## src/sv/cmpfm_pkg.sv

```systemverilog
// Shared constants, types and helpers for the cube-map face mapper.
// No dependencies; used by every module of the block.
package cmpfm_pkg;

   localparam int COORD_BITS_DEF = 14;
   localparam int FRAC_BITS_DEF  = 16;

   localparam int SIZE_W     = 16;
   localparam int MID_W      = 14;
   localparam int START_W    = 18;
   localparam int NORM_W     = 16;
   localparam int OUT_FRAC   = 8;
   localparam int FACE_W     = 3;
   localparam int FACE_COUNT = 6;
   localparam int CSR_W      = 48;
   localparam int CSR_IDX_W  = 3;

   localparam logic [FACE_W-1:0] FACE_FRONT  = 3'd0;
   localparam logic [FACE_W-1:0] FACE_LEFT   = 3'd1;
   localparam logic [FACE_W-1:0] FACE_RIGHT  = 3'd2;
   localparam logic [FACE_W-1:0] FACE_TOP    = 3'd3;
   localparam logic [FACE_W-1:0] FACE_BOTTOM = 3'd4;
   localparam logic [FACE_W-1:0] FACE_BACK   = 3'd5;
   localparam logic [FACE_W-1:0] FACE_BLACK  = 3'd6;

   localparam logic [CSR_IDX_W-1:0] REG_WIDTH_A  = 3'd0;
   localparam logic [CSR_IDX_W-1:0] REG_WIDTH_B  = 3'd1;
   localparam logic [CSR_IDX_W-1:0] REG_HEIGHT_A = 3'd2;
   localparam logic [CSR_IDX_W-1:0] REG_HEIGHT_B = 3'd3;
   localparam logic [CSR_IDX_W-1:0] REG_MID_COL  = 3'd4;
   localparam logic [CSR_IDX_W-1:0] REG_MID_ROW  = 3'd5;

   localparam logic [CSR_W-1:0] TABLE_RESET = 48'h0400_0400_0400;
   localparam logic [MID_W-1:0] MID_RESET   = 14'd1024;

   typedef struct packed {
      logic [FACE_COUNT-1:0][START_W-1:0] xs;
      logic [FACE_COUNT-1:0][START_W-1:0] ys;
      logic [FACE_COUNT-1:0][SIZE_W-1:0]  w;
      logic [FACE_COUNT-1:0][SIZE_W-1:0]  h;
   } geom_type;

   // centring offset, zero when the face overhangs its span
   function automatic logic [SIZE_W-1:0] centre(input logic [MID_W-1:0] span,
                                                input logic [SIZE_W-1:0] size);
      logic [SIZE_W-1:0] diff;
      diff = SIZE_W'(span) - size;
      return (SIZE_W'(span) > size) ? (diff >> 1) : '0;
   endfunction

   // one restoring division step: {quotient bit, new remainder}
   function automatic logic [SIZE_W:0] div_step(input logic [SIZE_W-1:0] rem,
                                                input logic [SIZE_W-1:0] dvs);
      logic [SIZE_W:0] r2;
      logic [SIZE_W:0] d2;
      r2 = {rem, 1'b0};
      d2 = {1'b0, dvs};
      if (r2 >= d2) begin
         r2 = r2 - d2;
         return {1'b1, r2[SIZE_W-1:0]};
      end
      return {1'b0, r2[SIZE_W-1:0]};
   endfunction

endpackage

```

## src/sv/cmpfm_geom.sv

```systemverilog
// Face sizes and start offsets of the packed frame, from the size registers.
// Depends on cmpfm_pkg.
module cmpfm_geom (
   input  logic [cmpfm_pkg::CSR_W-1:0] width_a,
   input  logic [cmpfm_pkg::CSR_W-1:0] width_b,
   input  logic [cmpfm_pkg::CSR_W-1:0] height_a,
   input  logic [cmpfm_pkg::CSR_W-1:0] height_b,
   input  logic [cmpfm_pkg::MID_W-1:0] mid_col,
   input  logic [cmpfm_pkg::MID_W-1:0] mid_row,
   output cmpfm_pkg::geom_type         geom
);
   import cmpfm_pkg::*;

   logic [SIZE_W-1:0] w [FACE_COUNT];
   logic [SIZE_W-1:0] h [FACE_COUNT];
   logic [START_W-1:0] l_ext;
   logic [START_W-1:0] t_ext;

   always_comb begin
      w[FACE_FRONT]  = width_a[15:0];
      w[FACE_LEFT]   = width_a[31:16];
      w[FACE_RIGHT]  = width_a[47:32];
      w[FACE_TOP]    = width_b[15:0];
      w[FACE_BOTTOM] = width_b[31:16];
      w[FACE_BACK]   = width_b[47:32];
      h[FACE_FRONT]  = height_a[15:0];
      h[FACE_LEFT]   = height_a[31:16];
      h[FACE_RIGHT]  = height_a[47:32];
      h[FACE_TOP]    = height_b[15:0];
      h[FACE_BOTTOM] = height_b[31:16];
      h[FACE_BACK]   = height_b[47:32];
      l_ext = START_W'(w[FACE_LEFT]);
      t_ext = START_W'(h[FACE_TOP]);

      for (int f = 0; f < FACE_COUNT; f++) begin
         geom.w[f] = w[f];
         geom.h[f] = h[f];
      end

      geom.xs[FACE_LEFT]   = '0;
      geom.xs[FACE_FRONT]  = l_ext;
      geom.xs[FACE_RIGHT]  = l_ext + START_W'(mid_col);
      geom.xs[FACE_TOP]    = l_ext + START_W'(centre(mid_col, w[FACE_TOP]));
      geom.xs[FACE_BOTTOM] = l_ext + START_W'(centre(mid_col, w[FACE_BOTTOM]));
      geom.xs[FACE_BACK]   = l_ext + START_W'(mid_col) + START_W'(w[FACE_RIGHT]);

      geom.ys[FACE_TOP]    = '0;
      geom.ys[FACE_BOTTOM] = t_ext + START_W'(mid_row);
      geom.ys[FACE_FRONT]  = t_ext + START_W'(centre(mid_row, h[FACE_FRONT]));
      geom.ys[FACE_LEFT]   = t_ext + START_W'(centre(mid_row, h[FACE_LEFT]));
      geom.ys[FACE_RIGHT]  = t_ext + START_W'(centre(mid_row, h[FACE_RIGHT]));
      geom.ys[FACE_BACK]   = t_ext + START_W'(centre(mid_row, h[FACE_BACK]));
   end

endmodule

```

## config.mk

```make
export PLATFORM = sky130hd
export DESIGN_NAME = cmpfm_geom
export DESIGN_NICKNAME = d
export VERILOG_FILES = /design/src/sv/cmpfm_pkg.sv /design/src/sv/cmpfm_geom.sv
export SDC_FILE = /design/constraint.sdc
export NUM_CORES = 1
export LEC_CHECK = 0
export BUFFER_PORTS_ARGS = -buffer_cell sky130_fd_sc_hd__buf_2
export CAP_MARGIN = 20
export CELL_PAD_IN_SITES_DETAIL_PLACEMENT = 1
export CELL_PAD_IN_SITES_GLOBAL_PLACEMENT = 1
export CORE_AREA = 5 5 243 245
export DETAILED_ROUTE_END_ITERATION = 16
export DIE_AREA = 0 0 248 250
export PLACE_DENSITY = 0.69
export SLEW_MARGIN = 20
export SYNTH_ARGS = -nofsm -noshare
export SYNTH_HDL_FRONTEND = slang
export SYNTH_SLANG_ARGS = --single-unit
```

## constraint.sdc

```tcl
create_clock -name vclk -period 7.35
set_input_delay 0.735 -clock vclk [all_inputs]
set_output_delay 0.735 -clock vclk [all_outputs]
set_load 0.02 [all_outputs]
```

### Word-level counts from Yosys, hierarchy flattened

Cells that the tools add are included.

| storage, ports and cells | value |
|---|---|
| register bits | 0 |
| input bits | 220 |
| output and inout bits | 408 |

| operators by class | value |
|---|---|
| $add $sub $neg | 15 |
| $lt $le $gt $ge | 6 |
| mux-type cells | 6 |

Operators with widths:

| kind | number |
|---|---|
| $gt A14 B16 Y1 | 6 |
| $sub A14 B16 Y16 | 6 |
| $mux W15 | 6 |
| $add A16 B15 Y17 | 4 |
| $add A16 B14 Y17 | 2 |
| $add A16 B16 Y17 | 2 |
| $add A17 B16 Y18 | 1 |

### Logic depth before layout (Yosys ltp)

| depth | value |
|---|---|
| depth after elaboration | 3 |
| mapped depth | 20 |
| mapped depth without buffers | 19 |

### Worst setup path before layout

OpenSTA, ideal clock, no wires.

| timing | value |
|---|---|
| kind | in2out |
| from | in mid_row[0] (netlist bit) |
| to | out geom[224] (netlist bit) |
| arrival time | 4607 ps |
| path slack | 2008 ps |
| stages on the path | 20 |
| buffers on the path | 1 |
| cells stage by stage | inv_1 ha_1 fa_1 and2b_1 o21ai_1 a21boi_1 o211ai_1 a211oi_1 o21ai_1 buf_2 nor2_1 ha_1 fa_1 a21o_1 a21o_1 a2111oi_2 o21bai_1 a211o_1 a21oi_2 xnor2_1 |

RTL lines:

| item | line | text |
|---|---|---|
| start, declared | cmpfm_geom.sv:9 | `input logic [cmpfm_pkg::MID_W-1:0] mid_row,` |
| end, declared | cmpfm_geom.sv:10 | `output cmpfm_pkg::geom_type geom` |

==> run_results.csv <==
group,metric,value,unit
final_layout,syn_to_final_growth,13.4,%
placement,gp_congestion,0.901,
final_layout,nClkBuffers,0,
logic_synthesis,yosysTopAreaCellShare,0.224,
global_routing,busiest_layer,"met2",
setup_path,path_max_fanout,14,
setup_path,critical_path_class,"in2out",
die,start_util,0.214,
min_path,min_path_type,"in2out",
global_routing,grt_first_pass_wirelength,80.2,mm
sta,finalMaxSlewViolations,0,
routing,wirelength,54.9,mm
sta,fin_crit,6.22,ns
logic_synthesis,ys_types,77,
clock_network,post_cts.resized_instances,0,
sta,fmax,0.161,GHz
global_routing,grt_util_all_layers,0.163,
sta,finalHoldViolCount,0,
logic_synthesis,synthXorXnorAreaFrac,0.105,
routing,routedWlPerCell,19.9,um
routing,viasPerCell,4.76,
routing,vias,13100,
global_routing,use_met2,0.294,
logic_synthesis,synth-compound-area-share,0.261,
global_routing,grt_max_degree,15,
die,ios,628,
placement,dpl.hpwl,48.5,mm
logic_synthesis,synthTopCellsByArea,"ha_1, buf_4, xnor2_1",
min_path,whs_endpoint,"geom[180]",
sta,tightest_slew,0.662,ns
final_layout,drive_above_1_share,0.257,
sta,slew_headroom,0.558,
setup_path,cp-start-kind,"input pin",
setup_path,worstPathRequired,6.61,ns
final_layout,mostFrequentLayoutCell,"buf_2",
final_layout,final_cell_mix,"buf_2, ha_1, a21oi_1",
final_layout,n_sequential_cell,0,
routing,drtPass1Iterations,5,
logic_synthesis,yosys_warnings,0,
flow_run,cap_violations,0,
clock_network,cts_hold_buffers,0,
logic_synthesis,synth.area.mux_share,0.00164,
final_layout,seqCellArea,0,sq um
logic_synthesis,synth_cells,1715,
logic_synthesis,synthSimpleGateAreaFrac,0.179,
die,die_area,62000,sq um
sta,finalSetupViolCount,0,
die,coreArea,56900,sq um
logic_synthesis,yosysSeqAreaShare,0,
placement,port-buffer-count,486,
run_status,status,"finished, final reports clean",
global_routing,grt_overflow,0,
logic_synthesis,synth_area,12200,sq um
min_path,hp-start,"width_b[36]",
global_routing,use_met3,0.0138,
clock_network,cts_setup_buffers,0,
logic_synthesis,synth_top_family_by_area,"compound AO/OA/AOI/OAI gates",
die,num_rows,88,
die,die_x,248,um
global_routing,antenna_found_initial,7,
routing,drc,0,
sta,rsz0062_at_grt,"no",
die,die_h,250,um
setup_path,arrival,5.48,ns
global_routing,grt_pass1_vias,13800,
logic_synthesis,synth_top_area_cell,"ha_1",
logic_synthesis,synth_fa_ha_area_frac,0.248,
setup_path,end_kind,"primary output",
min_path,whs_path_depth,0,
routing,drtIter0Drc,560,
global_routing,use_met1,0.214,
final_layout,fin_nets,2444,
final_layout,fillers,7267,
logic_synthesis,synth_area_per_cell,7.11,sq um
sta,setup_tns,0,ns
sta,timing.final.crit_share,0.846,
routing,ant_nets,0,
-- critical path, cell delays in order --
cell and delay, ns:
buf_2 0.11, inv_1 0.17, ha_1 0.23, fa_1 0.20, nor2b_1 0.06, o21ai_0 0.23
a21boi_0 0.19, o21ai_0 0.34, a31oi_2 0.19, o31ai_4 0.56, nor2_1 0.12, ha_1 0.26
fa_1 0.46, a21o_1 0.20, a21oi_1 0.33, o21ai_0 0.20, nand2_1 0.13, o211ai_1 0.13
a31oi_1 0.26, xnor2_1 0.17, buf_2 0.20
-- synthesized netlist by cell type (3+ instances only) --
| library cell | n |
|---|---|
| a211o_1 | 9 |
| a211oi_1 | 19 |
| a21boi_0 | 15 |
| a21o_1 | 53 |
| a21oi_1 | 148 |
| a21oi_2 | 3 |
| a221oi_1 | 3 |
| a311oi_1 | 4 |
| a31o_2 | 3 |
| a31oi_1 | 15 |
| a41oi_1 | 3 |
| and2_1 | 7 |
| and3_1 | 21 |
| buf_2 | 3 |
| buf_4 | 255 |
| clkbuf_1 | 5 |
| fa_1 | 15 |
| ha_1 | 218 |
| inv_1 | 142 |
| nand2_1 | 72 |
| nand2b_1 | 20 |
| nand3_1 | 19 |
| nand4_1 | 21 |
| nor2_1 | 138 |
| nor2b_1 | 34 |
| nor3_1 | 64 |
| nor3b_1 | 11 |
| nor4_1 | 8 |
| o211ai_1 | 13 |
| o21a_1 | 39 |
| o21ai_0 | 77 |
| o21ai_1 | 4 |
| o21bai_1 | 25 |
| o22ai_1 | 4 |
| o311ai_0 | 3 |
| o31a_1 | 4 |
| o31ai_1 | 11 |
| or2_2 | 5 |
| or3_1 | 9 |
| xnor2_1 | 114 |
| xor2_1 | 32 |
-- per-stage QoR --
step | hold slack [ns] | setup WS, ns | util | cell area [sq um] | cells
6_report | 1.47 | 1.13 | 0.243 | 13800 | 2758
5_1_grt | 1.47 | 0.822 | 0.243 | 13800 | 2756
4_1_cts | 1.47 | 1.16 | 0.243 | 13800 | 2754
3_5_place_dp | 1.47 | 1.16 | 0.243 | 13800 | 2754
3_3_place_gp | 1.47 | 1.28 | 0.243 | 13800 | 2754
2_1_floorplan | 1.58 | 2.01 | - | 12400 | 1766
-- worst max-delay path by stage --
stage | cells past startpoint | from | end | slack [ns]
4_1_cts | 21 | mid_row[0] | geom[226] | 1.16
3_3_place_gp | 20 | width_b[2] | geom[368] | 1.28
2_1_floorplan | 20 | mid_row[0] | geom[224] | 2.01
5_1_grt | 21 | mid_row[0] | geom[240] | 0.82
6_report | 21 | mid_row[0] | geom[240] | 1.13
3_5_place_dp | 21 | mid_row[0] | geom[226] | 1.16
-- routing by layer --
metal,up-vias,wire length [um],share of wire
li1,6345,-,-
met1,6330,24500,0.45
met2,399,26500,0.48
met3,59,2690,0.049
met4,0,1160,0.021
met5,-,0,0
-- area by class of cell --
class | instances | area, sq um | area share
Antenna cell | 4 | 10.0 | 0.000724
Inverter | 142 | 533 | 0.0385
Multi-Input combinational cell | 1358 | 9880 | 0.714
Tap cell | 765 | 957 | 0.0692
Timing Repair Buffer | 489 | 2450 | 0.177
-- cells by family after synthesis --
family | after synthesis
fa+ha+maj | 233
mux | 2
compound gates | 483
buf+inv | 408
xor+xnor | 146
other cells | 1
simple gates | 442
