## config.mk

```make
export PLATFORM = sky130hd
export DESIGN_NAME = cmpfm_divider
export DESIGN_NICKNAME = d
export VERILOG_FILES = /design/src/sv/cmpfm_pkg.sv /design/src/sv/cmpfm_divider.sv
export SDC_FILE = /design/constraint.sdc
export NUM_CORES = 2
export LEC_CHECK = 0
export ABC_AREA = 1
export BUFFER_PORTS_ARGS = -buffer_cell sky130_fd_sc_hd__buf_2
export CORE_UTILIZATION = 35
export DETAILED_ROUTE_END_ITERATION = 10
export SYNTH_ARGS = -nofsm -noshare
export SYNTH_HDL_FRONTEND = slang
export SYNTH_SLANG_ARGS = --single-unit
```

## constraint.sdc

```tcl
create_clock -name clock -period 2.25 [get_ports clock]
set_clock_uncertainty 0.15 [all_clocks]
set_input_delay 0.3375 -clock clock [delete_from_list [all_inputs] [get_ports clock]]
set_output_delay 0.3375 -clock clock [all_outputs]
set_load 0.01 [all_outputs]
```

## src/sv/cmpfm_pkg.sv

```systemverilog
// Shared constants, types and helpers for the cube-map face mapper.
// No dependencies; used by every module of the block.
package cmpfm_pkg;

   localparam int COORD_BITS_DEF = 14;
   localparam int FRAC_BITS_DEF  = 16;

   localparam int SIZE_W     = 16;
   localparam int MID_W      = 14;
   localparam int START_W    = 18;
   localparam int NORM_W     = 16;
   localparam int OUT_FRAC   = 8;
   localparam int FACE_W     = 3;
   localparam int FACE_COUNT = 6;
   localparam int CSR_W      = 48;
   localparam int CSR_IDX_W  = 3;

   localparam logic [FACE_W-1:0] FACE_FRONT  = 3'd0;
   localparam logic [FACE_W-1:0] FACE_LEFT   = 3'd1;
   localparam logic [FACE_W-1:0] FACE_RIGHT  = 3'd2;
   localparam logic [FACE_W-1:0] FACE_TOP    = 3'd3;
   localparam logic [FACE_W-1:0] FACE_BOTTOM = 3'd4;
   localparam logic [FACE_W-1:0] FACE_BACK   = 3'd5;
   localparam logic [FACE_W-1:0] FACE_BLACK  = 3'd6;

   localparam logic [CSR_IDX_W-1:0] REG_WIDTH_A  = 3'd0;
   localparam logic [CSR_IDX_W-1:0] REG_WIDTH_B  = 3'd1;
   localparam logic [CSR_IDX_W-1:0] REG_HEIGHT_A = 3'd2;
   localparam logic [CSR_IDX_W-1:0] REG_HEIGHT_B = 3'd3;
   localparam logic [CSR_IDX_W-1:0] REG_MID_COL  = 3'd4;
   localparam logic [CSR_IDX_W-1:0] REG_MID_ROW  = 3'd5;

   localparam logic [CSR_W-1:0] TABLE_RESET = 48'h0400_0400_0400;
   localparam logic [MID_W-1:0] MID_RESET   = 14'd1024;

   typedef struct packed {
      logic [FACE_COUNT-1:0][START_W-1:0] xs;
      logic [FACE_COUNT-1:0][START_W-1:0] ys;
      logic [FACE_COUNT-1:0][SIZE_W-1:0]  w;
      logic [FACE_COUNT-1:0][SIZE_W-1:0]  h;
   } geom_type;

   // centring offset, zero when the face overhangs its span
   function automatic logic [SIZE_W-1:0] centre(input logic [MID_W-1:0] span,
                                                input logic [SIZE_W-1:0] size);
      logic [SIZE_W-1:0] diff;
      diff = SIZE_W'(span) - size;
      return (SIZE_W'(span) > size) ? (diff >> 1) : '0;
   endfunction

   // one restoring division step: {quotient bit, new remainder}
   function automatic logic [SIZE_W:0] div_step(input logic [SIZE_W-1:0] rem,
                                                input logic [SIZE_W-1:0] dvs);
      logic [SIZE_W:0] r2;
      logic [SIZE_W:0] d2;
      r2 = {rem, 1'b0};
      d2 = {1'b0, dvs};
      if (r2 >= d2) begin
         r2 = r2 - d2;
         return {1'b1, r2[SIZE_W-1:0]};
      end
      return {1'b0, r2[SIZE_W-1:0]};
   endfunction

endpackage

```

## src/sv/cmpfm_divider.sv

```systemverilog
// Two-lane pipelined restoring divider, one quotient bit per stage,
// with a side payload riding along. Depends on cmpfm_pkg.
module cmpfm_divider #(
   parameter int FRAC_BITS = cmpfm_pkg::FRAC_BITS_DEF,
   parameter int SIDE_W    = 1
) (
   input  logic                         clock,
   input  logic                         reset,
   input  logic                         en,
   input  logic                         in_valid,
   input  logic [cmpfm_pkg::SIZE_W-1:0] in_rem_x,
   input  logic [cmpfm_pkg::SIZE_W-1:0] in_rem_y,
   input  logic [cmpfm_pkg::SIZE_W-1:0] in_dvs_x,
   input  logic [cmpfm_pkg::SIZE_W-1:0] in_dvs_y,
   input  logic [SIDE_W-1:0]            in_side,
   output logic                         out_valid,
   output logic [FRAC_BITS-1:0]         out_q_x,
   output logic [FRAC_BITS-1:0]         out_q_y,
   output logic [SIDE_W-1:0]            out_side
);
   import cmpfm_pkg::*;

   logic                 v_ff    [FRAC_BITS];
   logic [SIZE_W-1:0]    rx_ff   [FRAC_BITS];
   logic [SIZE_W-1:0]    ry_ff   [FRAC_BITS];
   logic [SIZE_W-1:0]    dx_ff   [FRAC_BITS];
   logic [SIZE_W-1:0]    dy_ff   [FRAC_BITS];
   logic [FRAC_BITS-1:0] qx_ff   [FRAC_BITS];
   logic [FRAC_BITS-1:0] qy_ff   [FRAC_BITS];
   logic [SIDE_W-1:0]    side_ff [FRAC_BITS];

   for (genvar i = 0; i < FRAC_BITS; i++) begin : g_stage
      logic                 v_src;
      logic [SIZE_W-1:0]    rx_src, ry_src, dx_src, dy_src;
      logic [FRAC_BITS-1:0] qx_src, qy_src;
      logic [SIDE_W-1:0]    side_src;
      logic [SIZE_W:0]      stx, sty;

      if (i == 0) begin : g_head
         assign v_src    = in_valid;
         assign rx_src   = in_rem_x;
         assign ry_src   = in_rem_y;
         assign dx_src   = in_dvs_x;
         assign dy_src   = in_dvs_y;
         assign qx_src   = '0;
         assign qy_src   = '0;
         assign side_src = in_side;
      end else begin : g_body
         assign v_src    = v_ff[i-1];
         assign rx_src   = rx_ff[i-1];
         assign ry_src   = ry_ff[i-1];
         assign dx_src   = dx_ff[i-1];
         assign dy_src   = dy_ff[i-1];
         assign qx_src   = qx_ff[i-1];
         assign qy_src   = qy_ff[i-1];
         assign side_src = side_ff[i-1];
      end

      assign stx = div_step(rx_src, dx_src);
      assign sty = div_step(ry_src, dy_src);

      always_ff @(posedge clock) begin
         if (reset) begin
            v_ff[i] <= 1'b0;
         end else if (en) begin
            v_ff[i] <= v_src;
         end
      end

      always_ff @(posedge clock) begin
         if (en) begin
            rx_ff[i]   <= stx[SIZE_W-1:0];
            ry_ff[i]   <= sty[SIZE_W-1:0];
            dx_ff[i]   <= dx_src;
            dy_ff[i]   <= dy_src;
            qx_ff[i]   <= {qx_src[FRAC_BITS-2:0], stx[SIZE_W]};
            qy_ff[i]   <= {qy_src[FRAC_BITS-2:0], sty[SIZE_W]};
            side_ff[i] <= side_src;
         end
      end
   end

   assign out_valid = v_ff[FRAC_BITS-1];
   assign out_q_x   = qx_ff[FRAC_BITS-1];
   assign out_q_y   = qy_ff[FRAC_BITS-1];
   assign out_side  = side_ff[FRAC_BITS-1];

endmodule

```

* After elaboration in Yosys (flattened, before gate mapping)
Memories as Yosys holds them, arrays and structs flattened. Cells that the tools add are included.
Operators by class: mux-type cells 150, $mul 0, order comparisons 32, reductions and logical operators 0, equality and inequality tests 0, add/subtract/negate cells 32, div/mod/pow operators 0, bitwise gates (word level) 16, shift-type cells 0
Operators with widths (number):
- $mux W17 | 64
- $ge A17 B16 Y1 | 32
- $mux W16 | 32
- $sub A16 B16 Y16 | 32
- $mux W1 | 54
- $or A1 B1 Y1 | 16
Storage, ports and cells: latch bits 0, RAM bits 1568, output and inout bits 34, bits in registers 0, word-level logic and storage cells 238, memory bits (read-only) 0, memories kept 8
Memories:
- dx_ff | words 16, width 16, rd ports 15, clocked after Yosys merged registers in 0, wr ports 16, RTL line cmpfm_divider.sv:26 | logic [SIZE_W-1:0] dx_ff [FRAC_BITS];
- dy_ff | words 16, width 16, rd ports 15, clocked after Yosys merged registers in 0, wr ports 16, RTL line cmpfm_divider.sv:27 | logic [SIZE_W-1:0] dy_ff [FRAC_BITS];
- qx_ff | words 16, width 16, rd ports 16, clocked after Yosys merged registers in 0, wr ports 16, RTL line cmpfm_divider.sv:28 | logic [FRAC_BITS-1:0] qx_ff [FRAC_BITS];
- qy_ff | words 16, width 16, rd ports 16, clocked after Yosys merged registers in 0, wr ports 16, RTL line cmpfm_divider.sv:29 | logic [FRAC_BITS-1:0] qy_ff [FRAC_BITS];
- rx_ff | words 16, width 16, rd ports 15, clocked after Yosys merged registers in 0, wr ports 16, RTL line cmpfm_divider.sv:24 | logic [SIZE_W-1:0] rx_ff [FRAC_BITS];
- ry_ff | words 16, width 16, rd ports 15, clocked after Yosys merged registers in 0, wr ports 16, RTL line cmpfm_divider.sv:25 | logic [SIZE_W-1:0] ry_ff [FRAC_BITS];
- +2 memories

* Longest topological paths before layout
depth after elaboration 4, depth in mapped cells 15

* Least setup slack after synthesis
OpenSTA, ideal clock, no wires.
path type register -> register, from memory rx_ff[7][11] (netlist: rx_ff[0][123]), to memory rx_ff[8][15] (netlist: rx_ff[1][15]) (data pin), cell stages (with the launch flop) 13, arrival time 1612 ps, slack 235 ps, period minus slack after synthesis 2015 ps, data required time 1847 ps, buffers on the path 1, path through edfxtp_1 -> ha_1 -> nand2_1 -> inv_1 -> nand2_1 -> nand2_1 -> nand2_1 -> nand2_1 -> nor2_1 -> nand2_4 -> buf_4 -> nand3_1 -> nand2_1
RTL lines (RTL line):
- start, declared | cmpfm_divider.sv:24

==> metrics.csv <==
metric;value;unit
synth.area.top_cells;edfxtp_1 (49%), nand2_1 (16%), ha_1 (8.2%);
relSlewSlack;64.30;%
ys_types;40;
diodes;0;
synth_top_area_cell;edfxtp_1;
antenna_found_initial;0;
fin_crit_sh;101.3;%
setup_violations;7;
seq_area_frac_synth;48.73;%
final_layout_size_suffix_gt1_share;22.99;%
grt-ovfl-total;0;
cts_root_buf;clkbuf_16;
drt_first_pass_iters;7;
floorplan.initialDensity;35.34;%
endpoint_kind;register;
io_buffers;102;
setup_ws;-0.02863;ns
status;finished, violations left;
clkTransAtPathRegs;0.06;ns
hpwl;154.0;mm
vias;63410;
min_delay_path_depth;2;
worstPathRequired;2.67;ns
nNetsFinal;11210;
synth_cells;9265;
p_leak;0.04820;uW
cts_tree;built;
rsz0062_at_grt;yes;
powerDensity;1256;nW/um^2
die_w;473.7;um
grt.total_usage;17.30;%
gp_congestion;0.8861;
startpoint_type;register;
final_antenna_net_count;0;
grt_pass1_vias;63890;
synth_warnings;0;
routed_via_density;4.635;
synth_edf_count;1264;
synth.net_count;9874;
core_area;220400;um^2
drt-initial-drc-count;2948;
worstHoldPathType;in -> reg;
drc;0;
ctsHtreeMaxLevel;4;
grt_pass1_wl;313.9;mm
cts_sinks;1264;
fillers;20910;
finalMaxSlewViolations;0;
synth_top_area_share;48.73;%
timing.final.crit_period;2.279;ns
async_flop_share;0;%
final_area;101600;um^2
layoutNonFillerInstCount;13680;
power;127600;uW
synth_area;77890;um^2
synthFlopType;edfxtp_1;
syn_area_per_cell;8.407;um^2
min_to;dx_ff[0][9];
cts_made_buffers;151;
synth-seq-cells;1264;
violations;negative setup slack;
crit_fanout;5;
placed_cell_area;88280;um^2
synthTopCellsByCount;nand2_1 (3395), inv_1 (1698), edfxtp_1 (1264), nand3_1 (581), ha_1 (510);
synth.most_common_cell;nand2_1;
wirelength;203.5;mm
min_from;in_dvs_x[9];
grt_start_max_net_pins;64;
rows;172;
dieArea;224400;um^2
clock_tree.buffer_depth;3;
rrSetupSlack;-0.03;ns
finalHoldViolCount;0;
clock.fmax;438.9;MHz
setup.worst_path.class;reg -> reg;
syn_to_final_growth;30.40;%
r2r-end;rx_ff[0][111];
worst_pin_slew;0.5336;ns
worstPathArrival;2.70;ns
ff2ff_path_depth;10;
r2r-start;rx_ff[0][81];
peakVddDrop;803.0;uV
die_h;473.7;um
wl_per_cell;14.88;um
place_inst;13090;
maxCapViolCount;0;
ios;103;
clock_latency;0.84;ns
## power by group
part | switching (uW) | internal, uW | leakage [uW]
clock network | 10400 | 14500 | 0.00243
logic | 36100 | 28300 | 0.0334
registers | 4410 | 33900 | 0.0124
total | 50900 | 76700 | 0.0482
## kinds of logic after synthesis
logic type               Yosys count  share of synthesized area [%]
XOR/XNOR                         190                          2.137
AND/OR/NAND/NOR                 5121                          28.56
buffers and inverters           1819                          9.394
adder cells (fa/ha/maj)          540                          8.964
AO/OA/AOI/OAI                    331                          2.210
flip-flops                      1264                          48.73
## layer usage
metal | share of wire [%] | wire length (um) | GRT usage, %
met5 | 0 | 0 | 0
met4 | 5.2 | 10600 | 8.634
met3 | 2.9 | 5947 | 2.447
met2 | 53 | 107900 | 33.25
met1 | 39 | 79020 | 18.12
## worst max path at each step
stage	to	slack, ns	depth (start not counted)	from
finish	rx_ff[0][111]	-0.03	10	rx_ff[0][81]
global placement	ry_ff[0][59]	-0.16	11	dy_ff[0][46]
floorplan	rx_ff[1][15]	0.23	12	rx_ff[0][123]
global route	rx_ff[0][111]	-0.11	10	rx_ff[0][81]
detailed placement	ry_ff[0][59]	-0.18	11	dy_ff[0][46]
CTS	ry_ff[1][58]	-0.007	9	ry_ff[1][40]
## layout make-up
| type | count | area (um^2) | share of cell area (%) |
|---|---|---|---|
| inverters | 1726 | 6556 | 6.455 |
| well taps | 2958 | 3701 | 3.644 |
| multi-input cells | 6195 | 38190 | 37.60 |
| flip-flops and latches | 1264 | 37960 | 37.37 |
| clock buffers | 177 | 3876 | 3.816 |
| repair buffers | 1264 | 10110 | 9.950 |
| clock inverters | 95 | 1174 | 1.156 |
| repair inverters | 1 | 8.758 | 0.008623 |
## critical path, stage by stage, from the launching register on
cell	delay (ns)
edfxtp_1	0.46
ha_4	0.30
buf_4	0.16
a21oi_1	0.23
nand2_1	0.19
nand2_1	0.13
nand2_2	0.10
nand2_1	0.09
nand3_1	0.08
nand3_2	0.09
nand2_2	0.04
## state kept, by name (all words and copies together) (netlist names)
| register | cells |
|---|---|
| v_ff | 16 |
| side_ff | 16 |
| dy_ff | 240 |
| dx_ff | 240 |
| rx_ff | 240 |
| qx_ff | 136 |
| qy_ff | 136 |
| ry_ff | 240 |
## per-stage QoR
step,setup TNS [ns],setup WS (ns),util [%],hold WS (ns)
after CTS,-0.006851,-0.006851,43.01,0.0007585
final,-0.08171,-0.02863,46.09,0.08503
after global placement,-6.768,-0.1626,40.06,0.2507
after detailed placement,-6.614,-0.1781,40.06,0.2545
after global routing,-2.615,-0.1124,46.09,0.04416
after floorplan,0,0.2345,-,0.2503
## timing repair
action | in CTS | in global routing
gates cloned | 2 | 15
pin swaps | 15 | 225
setup endpoints to repair | 191 | 456
gates resized for setup | 83 | 822
setup buffers | 28 | 203
hold buffers | 67 | 0
endpoints found under the hold margin | 333 | 0
## cells in the final DEF (no fill, tap or decap), types with 27 or more instances in the layout
| cell | Yosys | layout |
|---|---|---|
| dlygate4sd3_1 | 0 | 67 |
| nand2_4 | 36 | 52 |
| nand3_1 | 581 | 520 |
| o21ai_0 | 36 | 35 |
| and2_1 | 80 | 80 |
| nor2_4 | 8 | 27 |
| nor2_2 | 52 | 119 |
| nand2_1 | 3395 | 3249 |
| nor3_1 | 63 | 42 |
| clkbuf_16 | 0 | 153 |
| nand3_2 | 51 | 109 |
| buf_2 | 30 | 101 |
| ha_4 | 0 | 314 |
| nor2_1 | 478 | 392 |
| buf_4 | 6 | 1027 |
| xnor2_1 | 50 | 50 |
| inv_1 | 1698 | 1623 |
| ha_1 | 510 | 179 |
| nand3b_1 | 123 | 123 |
| nor3_2 | 8 | 27 |
| nand2_2 | 56 | 187 |
| a21oi_1 | 270 | 243 |
| buf_12 | 0 | 47 |
| nand4_1 | 140 | 140 |
| xor2_1 | 140 | 140 |
| a21oi_2 | 0 | 27 |
| inv_2 | 11 | 83 |
| edfxtp_1 | 1264 | 1264 |
No activity file was read; power rests on OpenSTA's default activity.
